[config.mk]
export PLATFORM = sky130hd
export DESIGN_NAME = length_prefixed_frame_splitter_top
export DESIGN_NICKNAME = d
export VERILOG_FILES = /design/src/rtl/lpfs_pkg.sv /design/src/rtl/length_prefixed_frame_splitter_top.sv /design/src/rtl/lpfs_in_stage.sv /design/src/rtl/lpfs_core.sv
export VERILOG_INCLUDE_DIRS = /design/src /design/src/rtl
export SDC_FILE = /design/constraint.sdc
export NUM_CORES = 1
export LEC_CHECK = 0
export BUFFER_PORTS_ARGS = -buffer_cell sky130_fd_sc_hd__clkbuf_2
export CORE_UTILIZATION = 30
export CTS_CLUSTER_SIZE = 30
export DETAILED_ROUTE_END_ITERATION = 8
export SYNTH_ARGS = -nofsm -noshare
export SYNTH_HDL_FRONTEND = slang
export SYNTH_HIERARCHICAL = 1
export SYNTH_SLANG_ARGS = --single-unit
export TNS_END_PERCENT = 1
[constraint.sdc]
create_clock -name clk_i -period 13.23 [get_ports clk_i]
set_input_delay 2.646 -clock clk_i [delete_from_list [all_inputs] [get_ports clk_i]]
set_output_delay 2.646 -clock clk_i [all_outputs]
set_load 0.005 [all_outputs]
[src/rtl/length_prefixed_frame_splitter_top_macros.svh]
// ----------------------------------------------------------------------------
// Assertion macros for the frame splitter
// Shared concurrent assertion forms, clocked on the rising edge and held off
// while reset is asserted.
// ----------------------------------------------------------------------------
`ifndef LENGTH_PREFIXED_FRAME_SPLITTER_TOP_MACROS_SVH
`define LENGTH_PREFIXED_FRAME_SPLITTER_TOP_MACROS_SVH

// Same-cycle implication: whenever ante holds, cons holds too.
`define LPFS_ASSERT_IMP(label, clk, rst_n, ante, cons) \
  label: assert property (@(posedge clk) disable iff (!rst_n) (ante) |-> (cons)) \
    else $error("lpfs: same-cycle check failed");

// Next-cycle implication: whenever ante holds, cons holds in the next cycle.
`define LPFS_ASSERT_NXT(label, clk, rst_n, ante, cons) \
  label: assert property (@(posedge clk) disable iff (!rst_n) (ante) |=> (cons)) \
    else $error("lpfs: next-cycle check failed");

`endif

[src/rtl/lpfs_pkg.sv]
// ----------------------------------------------------------------------------
// Frame splitter package
// Widths, reset values, result kinds and the item type between the stages.
// ----------------------------------------------------------------------------
package lpfs_pkg;

  // Default header layout: length bytes, then command bytes
  localparam int unsigned LenBytesDef = 4;
  localparam int unsigned CmdBytesDef = 4;

  // Maximum frame length register
  localparam int unsigned MaxLenW        = 17;
  localparam logic [MaxLenW-1:0] MaxLenRst = 17'h10000;

  localparam int unsigned CmdW  = 32;
  localparam int unsigned ByteW = 8;

  // Result kinds
  typedef enum logic [1:0] {
    KIND_PAYLOAD = 2'd0,
    KIND_EMPTY   = 2'd1,
    KIND_BADLEN  = 2'd2
  } kind_e;

  // Registered input item handed to the core
  typedef struct packed {
    logic             vld;
    logic [ByteW-1:0] data;
  } in_item_t;

endpackage

[src/rtl/length_prefixed_frame_splitter_top.sv]
// Length-prefixed frame splitter: takes one received byte per cycle while
// in_stall_o is low; a byte passes through the input register and then the
// result register around the single-pass header/payload
// logic. Each frame opens with a little-endian signed total length
// (LEN_BYTES) and a command word (CMD_BYTES); payload bytes then come out one
// per result tagged with the command, the last one marked. An empty payload
// gives one empty-frame result; a length below the header size, negative, or
// at or above max_frame_len gives a bad-length result and gathering restarts
// with the next byte. max_frame_len is written through cfg_we_i/cfg_wdata_i.
// ----------------------------------------------------------------------------
// Frame splitter top level
// Input register stage followed by the deframing core with its result register.
// ----------------------------------------------------------------------------
module length_prefixed_frame_splitter_top
  import lpfs_pkg::*;
#(
  parameter int unsigned LEN_BYTES = LenBytesDef,
  parameter int unsigned CMD_BYTES = CmdBytesDef
) (
  input  logic               clk_i,
  input  logic               rst_ni,
  input  logic               cfg_we_i,
  input  logic [MaxLenW-1:0] cfg_wdata_i,
  input  logic               in_valid_i,
  output logic               in_stall_o,
  input  logic [ByteW-1:0]   data_byte_i,
  output logic               out_valid_o,
  input  logic               out_stall_i,
  output logic [1:0]         kind_o,
  output logic [ByteW-1:0]   payload_byte_o,
  output logic [CmdW-1:0]    command_o,
  output logic               last_of_frame_o
);

  in_item_t item;
  logic     take;

  // Input register
  lpfs_in_stage u_in_stage (
    .clk_i       (clk_i),
    .rst_ni      (rst_ni),
    .in_valid_i  (in_valid_i),
    .in_stall_o  (in_stall_o),
    .data_byte_i (data_byte_i),
    .take_i      (take),
    .item_o      (item)
  );

  // Deframing core
  lpfs_core #(
    .LEN_BYTES (LEN_BYTES),
    .CMD_BYTES (CMD_BYTES)
  ) u_core (
    .clk_i           (clk_i),
    .rst_ni          (rst_ni),
    .cfg_we_i        (cfg_we_i),
    .cfg_wdata_i     (cfg_wdata_i),
    .item_i          (item),
    .take_o          (take),
    .out_valid_o     (out_valid_o),
    .out_stall_i     (out_stall_i),
    .kind_o          (kind_o),
    .payload_byte_o  (payload_byte_o),
    .command_o       (command_o),
    .last_of_frame_o (last_of_frame_o)
  );

endmodule

[src/rtl/lpfs_in_stage.sv]
// ----------------------------------------------------------------------------
// Frame splitter input register
// Holds one received byte until the core takes it; refills in the same cycle.
// ----------------------------------------------------------------------------
module lpfs_in_stage
  import lpfs_pkg::*;
(
  input  logic             clk_i,
  input  logic             rst_ni,
  input  logic             in_valid_i,
  output logic             in_stall_o,
  input  logic [ByteW-1:0] data_byte_i,
  input  logic             take_i,
  output in_item_t         item_o
);

  logic             vld_q;
  logic [ByteW-1:0] data_q;

  // Stall only while a held item is not being taken
  assign in_stall_o = vld_q && !take_i;

  // Valid flag
  always_ff @(posedge clk_i or negedge rst_ni) begin
    if (!rst_ni) begin
      vld_q <= 1'b0;
    end else if (!in_stall_o) begin
      vld_q <= in_valid_i;
    end
  end

  // Data, no reset
  always_ff @(posedge clk_i) begin
    if (!in_stall_o && in_valid_i) begin
      data_q <= data_byte_i;
    end
  end

  assign item_o.vld  = vld_q;
  assign item_o.data = data_q;

endmodule

[src/rtl/lpfs_core.sv]
// ----------------------------------------------------------------------------
// Frame splitter core
// Header gathering, length check, payload countdown and the result register.
// ----------------------------------------------------------------------------
`include "length_prefixed_frame_splitter_top_macros.svh"

module lpfs_core
  import lpfs_pkg::*;
#(
  parameter int unsigned LEN_BYTES = LenBytesDef,
  parameter int unsigned CMD_BYTES = CmdBytesDef
) (
  input  logic               clk_i,
  input  logic               rst_ni,
  input  logic               cfg_we_i,
  input  logic [MaxLenW-1:0] cfg_wdata_i,
  input  in_item_t           item_i,
  output logic               take_o,
  output logic               out_valid_o,
  input  logic               out_stall_i,
  output logic [1:0]         kind_o,
  output logic [ByteW-1:0]   payload_byte_o,
  output logic [CmdW-1:0]    command_o,
  output logic               last_of_frame_o
);

  localparam int unsigned Hdr   = LEN_BYTES + CMD_BYTES;
  localparam int unsigned HdrW  = 8 * Hdr;
  localparam int unsigned LenW  = 8 * LEN_BYTES;
  localparam int unsigned CmdBW = 8 * CMD_BYTES;
  localparam int unsigned CntW  = $clog2(Hdr);

  // State
  logic [MaxLenW-1:0] max_q;
  logic [HdrW-1:0]    hdr_q, hdr_d, hdr_nxt;
  logic [CntW-1:0]    cnt_q, cnt_d;
  logic               inpay_q, inpay_d;
  logic [MaxLenW-1:0] rem_q, rem_d;
  logic [CmdW-1:0]    cmd_q, cmd_d;

  // Result register
  logic               out_vld_q;
  kind_e              kind_q;
  logic [ByteW-1:0]   pbyte_q;
  logic [CmdW-1:0]    rcmd_q;
  logic               last_q;

  logic               out_free;
  logic               fire;
  logic               res_vld;
  kind_e              res_kind;
  logic [ByteW-1:0]   res_byte;
  logic [CmdW-1:0]    res_cmd;
  logic               res_last;

  logic [LenW-1:0]    len_raw;
  logic [31:0]        len32;
  logic [CmdW-1:0]    hdr_cmd;
  logic               len_bad;

  // Take a byte whenever the result slot is free or draining
  assign out_free = !out_vld_q || !out_stall_i;
  assign take_o   = out_free;
  assign fire     = item_i.vld && out_free;

  // Header with the current byte dropped in
  always_comb begin
    hdr_nxt = hdr_q;
    hdr_nxt[cnt_q*8 +: 8] = item_i.data;
  end

  // Header decode: little-endian length, then command
  assign len_raw = hdr_nxt[LenW-1:0];
  assign len32   = 32'(len_raw);
  assign hdr_cmd = CmdW'(hdr_nxt[HdrW-1 -: CmdBW]);
  assign len_bad = len_raw[LenW-1] || (len32 < 32'(Hdr)) || (len32 >= 32'(max_q));

  // Next state and result
  always_comb begin
    hdr_d    = hdr_q;
    cnt_d    = cnt_q;
    inpay_d  = inpay_q;
    rem_d    = rem_q;
    cmd_d    = cmd_q;
    res_vld  = 1'b0;
    res_kind = KIND_PAYLOAD;
    res_byte = '0;
    res_cmd  = cmd_q;
    res_last = 1'b0;
    if (fire) begin
      if (inpay_q) begin
        // Payload byte, tagged with the frame's command
        res_vld  = 1'b1;
        res_byte = item_i.data;
        res_last = (rem_q <= MaxLenW'(1));
        if (res_last) begin
          inpay_d = 1'b0;
          rem_d   = '0;
        end else begin
          rem_d = rem_q - MaxLenW'(1);
        end
      end else begin
        hdr_d = hdr_nxt;
        if (cnt_q == CntW'(Hdr - 1)) begin
          // Header complete
          cnt_d   = '0;
          cmd_d   = hdr_cmd;
          res_cmd = hdr_cmd;
          if (len_bad) begin
            res_vld  = 1'b1;
            res_kind = KIND_BADLEN;
            res_last = 1'b1;
          end else if (len32 == 32'(Hdr)) begin
            res_vld  = 1'b1;
            res_kind = KIND_EMPTY;
            res_last = 1'b1;
          end else begin
            inpay_d = 1'b1;
            rem_d   = MaxLenW'(len32 - 32'(Hdr));
          end
        end else begin
          cnt_d = cnt_q + CntW'(1);
        end
      end
    end
  end

  // Control state and configuration
  always_ff @(posedge clk_i or negedge rst_ni) begin
    if (!rst_ni) begin
      max_q     <= MaxLenRst;
      cnt_q     <= '0;
      inpay_q   <= 1'b0;
      rem_q     <= '0;
      cmd_q     <= '0;
      out_vld_q <= 1'b0;
    end else begin
      if (cfg_we_i) begin
        max_q <= cfg_wdata_i;
      end
      cnt_q   <= cnt_d;
      inpay_q <= inpay_d;
      rem_q   <= rem_d;
      cmd_q   <= cmd_d;
      if (out_free) begin
        out_vld_q <= res_vld;
      end
    end
  end

  // Header bytes and result payload, no reset
  always_ff @(posedge clk_i) begin
    hdr_q <= hdr_d;
    if (out_free && res_vld) begin
      kind_q  <= res_kind;
      pbyte_q <= res_byte;
      rcmd_q  <= res_cmd;
      last_q  <= res_last;
    end
  end

  assign out_valid_o     = out_vld_q;
  assign kind_o          = kind_q;
  assign payload_byte_o  = pbyte_q;
  assign command_o       = rcmd_q;
  assign last_of_frame_o = last_q;

  // Checks
  `LPFS_ASSERT_IMP(a_ctrl_ends_frame, clk_i, rst_ni, out_vld_q && (kind_q != KIND_PAYLOAD), last_q && (pbyte_q == '0))
  `LPFS_ASSERT_IMP(a_payload_count, clk_i, rst_ni, inpay_q, (rem_q != '0) && (cnt_q == '0))
  `LPFS_ASSERT_NXT(a_frame_end_rearms, clk_i, rst_ni, fire && inpay_q && (rem_q <= MaxLenW'(1)), !inpay_q)

endmodule
==> impl_metrics.py <==
metrics = {
    "status": {
        "status": "completed",
    },
    "pwr": {
        "power_frac_comb": 0.301,
        "seqPwrFrac": 0.448,
        "p_sw_frac": 0.346,
        "leakage_nw": 3.99,
        "p_switching_w": 0.000696,
        "ir_drop_uv": 107,
        "p_int_w": 0.00132,
        "power_frac_clock": 0.251,
        "cellPowerDensity_nw_per_um2": 202,
    },
    "floorplan": {
        "dieArea_um2": 29400,
        "fp.dieW_um": 171,
        "start_util": 0.307,
        "io_pins": 75,
        "placementRows": 61,
        "die_h_um": 171,
        "core_area_um2": 28000,
    },
    "worst_setup_path": {
        "crit_path_top_delay_cell": "nand2_1",
        "crit_top_cell": "clkbuf_2",
        "worstPathMaxFanout": 7,
        "crit_chain": "clkbuf_2, nand2_1, nand2b_4, inv_1, clkbuf_2",
        "cp.arrival_ns": 3.24,
        "crit_path_end": "in_stall_o",
        "start_kind": "primary input",
        "endpoint_kind": "output port",
        "r2r_cells": 13,
        "cpPeakStageDelay_ns": 0.19,
        "rr_startpoint": "u_core/cnt_q[0]",
        "cp.required_ns": 10.58,
        "worst-setup-path-type": "primary input to output port",
        "reg2reg_slack_ns": 7.81,
        "rr_endpoint": "u_core/command_o[26]",
        "startpoint": "out_stall_i",
    },
    "synth": {
        "synth_top_area_cell": "edfxtp_1",
        "synth_top_family_by_area": "simple AND/OR/NAND/NOR gates",
        "synth-edff-count": 115,
        "postSynthAreaPerCell_um2": 11.5,
        "syn-num-nets": 801,
        "synth-simple-area-share": 0.138,
        "synth_mux_area_frac": 0.0602,
        "yosysWarnings": 6,
        "synth_adder_area_share": 0.0363,
        "synthArstFlopShare": 0.385,
        "syn_inst": 746,
        "synth-seq-cells": 187,
        "synth_area_um2": 8610,
        "ys.flop_type": "edfxtp_1",
        "synth.yosys.seq_area_share": 0.611,
        "synth_compound_area_frac": 0.113,
        "synthTopCellsByArea": "edfxtp_1 (40%), dfrtp_1 (21%), o21ai_0 (5.6%)",
        "synth-xor-area-share": 0.0102,
        "ys_types": 58,
        "yosysTopAreaCellShare": 0.401,
    },
    "cells_and_area": {
        "fin_area_um2": 9950,
        "area_growth_pct": 15.5,
        "num-nets-final": 864,
        "layout_common_cells": "nand2_1 (120), edfxtp_1 (115), o21ai_0 (95)",
        "drive_gt1_frac": 0.192,
        "final_common_cell": "nand2_1",
        "final_core_util": 0.355,
        "num_antenna_cells": 0,
    },
    "global_route": {
        "grt_remaining_overflow": 0,
        "grt_pass1_wl_um": 31100,
        "grt.total_usage": 0.141,
        "grt_max_degree": 73,
        "grt_antenna_before_repair": 0,
        "grt_pass1_vias": 5557,
    },
    "clocking": {
        "cts_resized": 0,
        "cts_hold_buf": 0,
        "cts_root_buf": "clkbuf_16",
        "clock_path_buffers": 2,
        "clk_pin_slew_ns": 0.06,
        "clock_latency_ns": 0.43,
        "cts_sinks": 187,
        "postCtsSetupRepairBufs": 0,
        "cts_made_buffers": 17,
        "cts_tree": "done",
        "cts_htree_levels": 4,
    },
    "routing": {
        "vias": 5868,
        "drtPass1Iterations": 5,
        "post-route-drc-count": 0,
        "ant_nets": 0,
        "drtIter0Drc": 541,
        "postRouteWirelength_um": 19600,
        "wl_per_cell_um": 16.3,
        "vias_per_cell": 4.89,
    },
    "sta": {
        "fin_ws_ns": 7.35,
        "rsz0062_at_grt": "no",
        "setup-tns-final_ns": 0,
        "skew_ns": 0.0103,
        "fmax_ghz": 0.170,
        "hold_viol_final": 0,
        "period_share": 0.445,
        "max_slew_margin": 0.351,
        "maxSlewViolCount": 0,
        "min_period_ns": 5.88,
        "tightest_slew_ns": 0.973,
        "setup_violations": 0,
    },
    "worst_hold_path": {
        "hp-class": "flop to flop",
    },
    "placement": {
        "place_hpwl_um": 13400,
        "port_buffers": 74,
        "place_worst_setup_slack_ns": 7.34,
        "postPlaceCellArea_um2": 9370,
        "gp_congestion": 0.840,
    },
    "run": {
        "drv_cap": 0,
    },
}
==> metrics by stage <==
| step | hold slack (ns) | cells | power (W) |
|---|---|---|---|
| after detailed placement | 0.483 | 1168 | 0.00151 |
| after CTS | 0.503 | 1200 | 0.00203 |
| after global placement | 0.477 | 1168 | 0.00149 |
| after global routing | 0.516 | 1200 | 0.00214 |
| final | 0.498 | 1200 | 0.00201 |
| after floorplan | 0.464 | 746 | 0.00134 |
==> kinds of logic after synthesis <==
family,count (synthesis)
AO/OA/AOI/OAI,163
XOR/XNOR,10
AND/OR/NAND/NOR,245
flip-flops,187
buffers and inverters,69
adder cells (fa/ha/maj),25
multiplexers,47
==> synth_stat cells (14+ instances only) <==
cell type and n:
ha_1 25, clkbuf_1 27, inv_1 33, nor2_1 26, nand3_1 14, mux2_2 38
nand2_1 120, o21ai_0 96, edfxtp_1 115, dfrtp_1 71, nor3_1 20, nor4_1 14
==> state kept, by name, indices dropped and copies added (netlist names), 3 cells and up <==
register,count
u_core/hdr_q,64
u_core/cmd_q,32
u_core/command_o,32
u_core/max_q,17
u_core/rem_q,17
u_core/payload_byte_o,8
u_in_stage/data_q,8
u_core/cnt_q,3
==> worst min-delay path by stage <==
| stage | from | end | slack, ns | cells past startpoint |
|---|---|---|---|---|
| 2_1_floorplan | u_core/rem_q[16] | u_core/rem_q[16] | 0.46 | 1 |
| 3_3_place_gp | u_core/cmd_q[11] | u_core/cmd_q[11] | 0.48 | 1 |
| 3_5_place_dp | u_core/cmd_q[28] | u_core/cmd_q[28] | 0.48 | 1 |
| 4_1_cts | u_core/cmd_q[24] | u_core/cmd_q[24] | 0.50 | 1 |
| 5_1_grt | u_core/cmd_q[28] | u_core/cmd_q[28] | 0.52 | 1 |
| 6_report | u_core/cmd_q[21] | u_core/cmd_q[21] | 0.50 | 1 |
==> power groups by stage <==
stage	Clock, W	Combinational [W]	Sequential [W]
final	0.000506	0.000605	0.000901
after global routing	0.000540	0.000682	0.000920
after CTS	0.000520	0.000606	0.000902
after detailed placement	0	0.000602	0.000913
after global placement	0	0.000587	0.000907
after floorplan	0	0.000450	0.000888
==> metal layers <==
layer	share of wire	GRT usage	wire length, µm	vias up
met3	0.051	0.0315	1010	12
met5	0	0	0	-
met4	0.011	0.0446	208	0
met1	0.50	0.207	9800	2847
met2	0.44	0.204	8540	169
li1	-	-	-	2840
==> worst max-delay path: cells and delay by family <==
kind                   cells  cell delay [ns]
and+or+nand+nor            2             0.37
buffers and inverters      3             0.22
==> final cells by class <==
type,count,area [µm²]
timing repair buffer,80,418
sequential,187,5260
multi-input combinational,490,3100
clock inverter,15,154
clock buffer,17,425
tap,378,473
fill,2757,18100
inverter,33,124
Power figures use the tool's default switching activity.
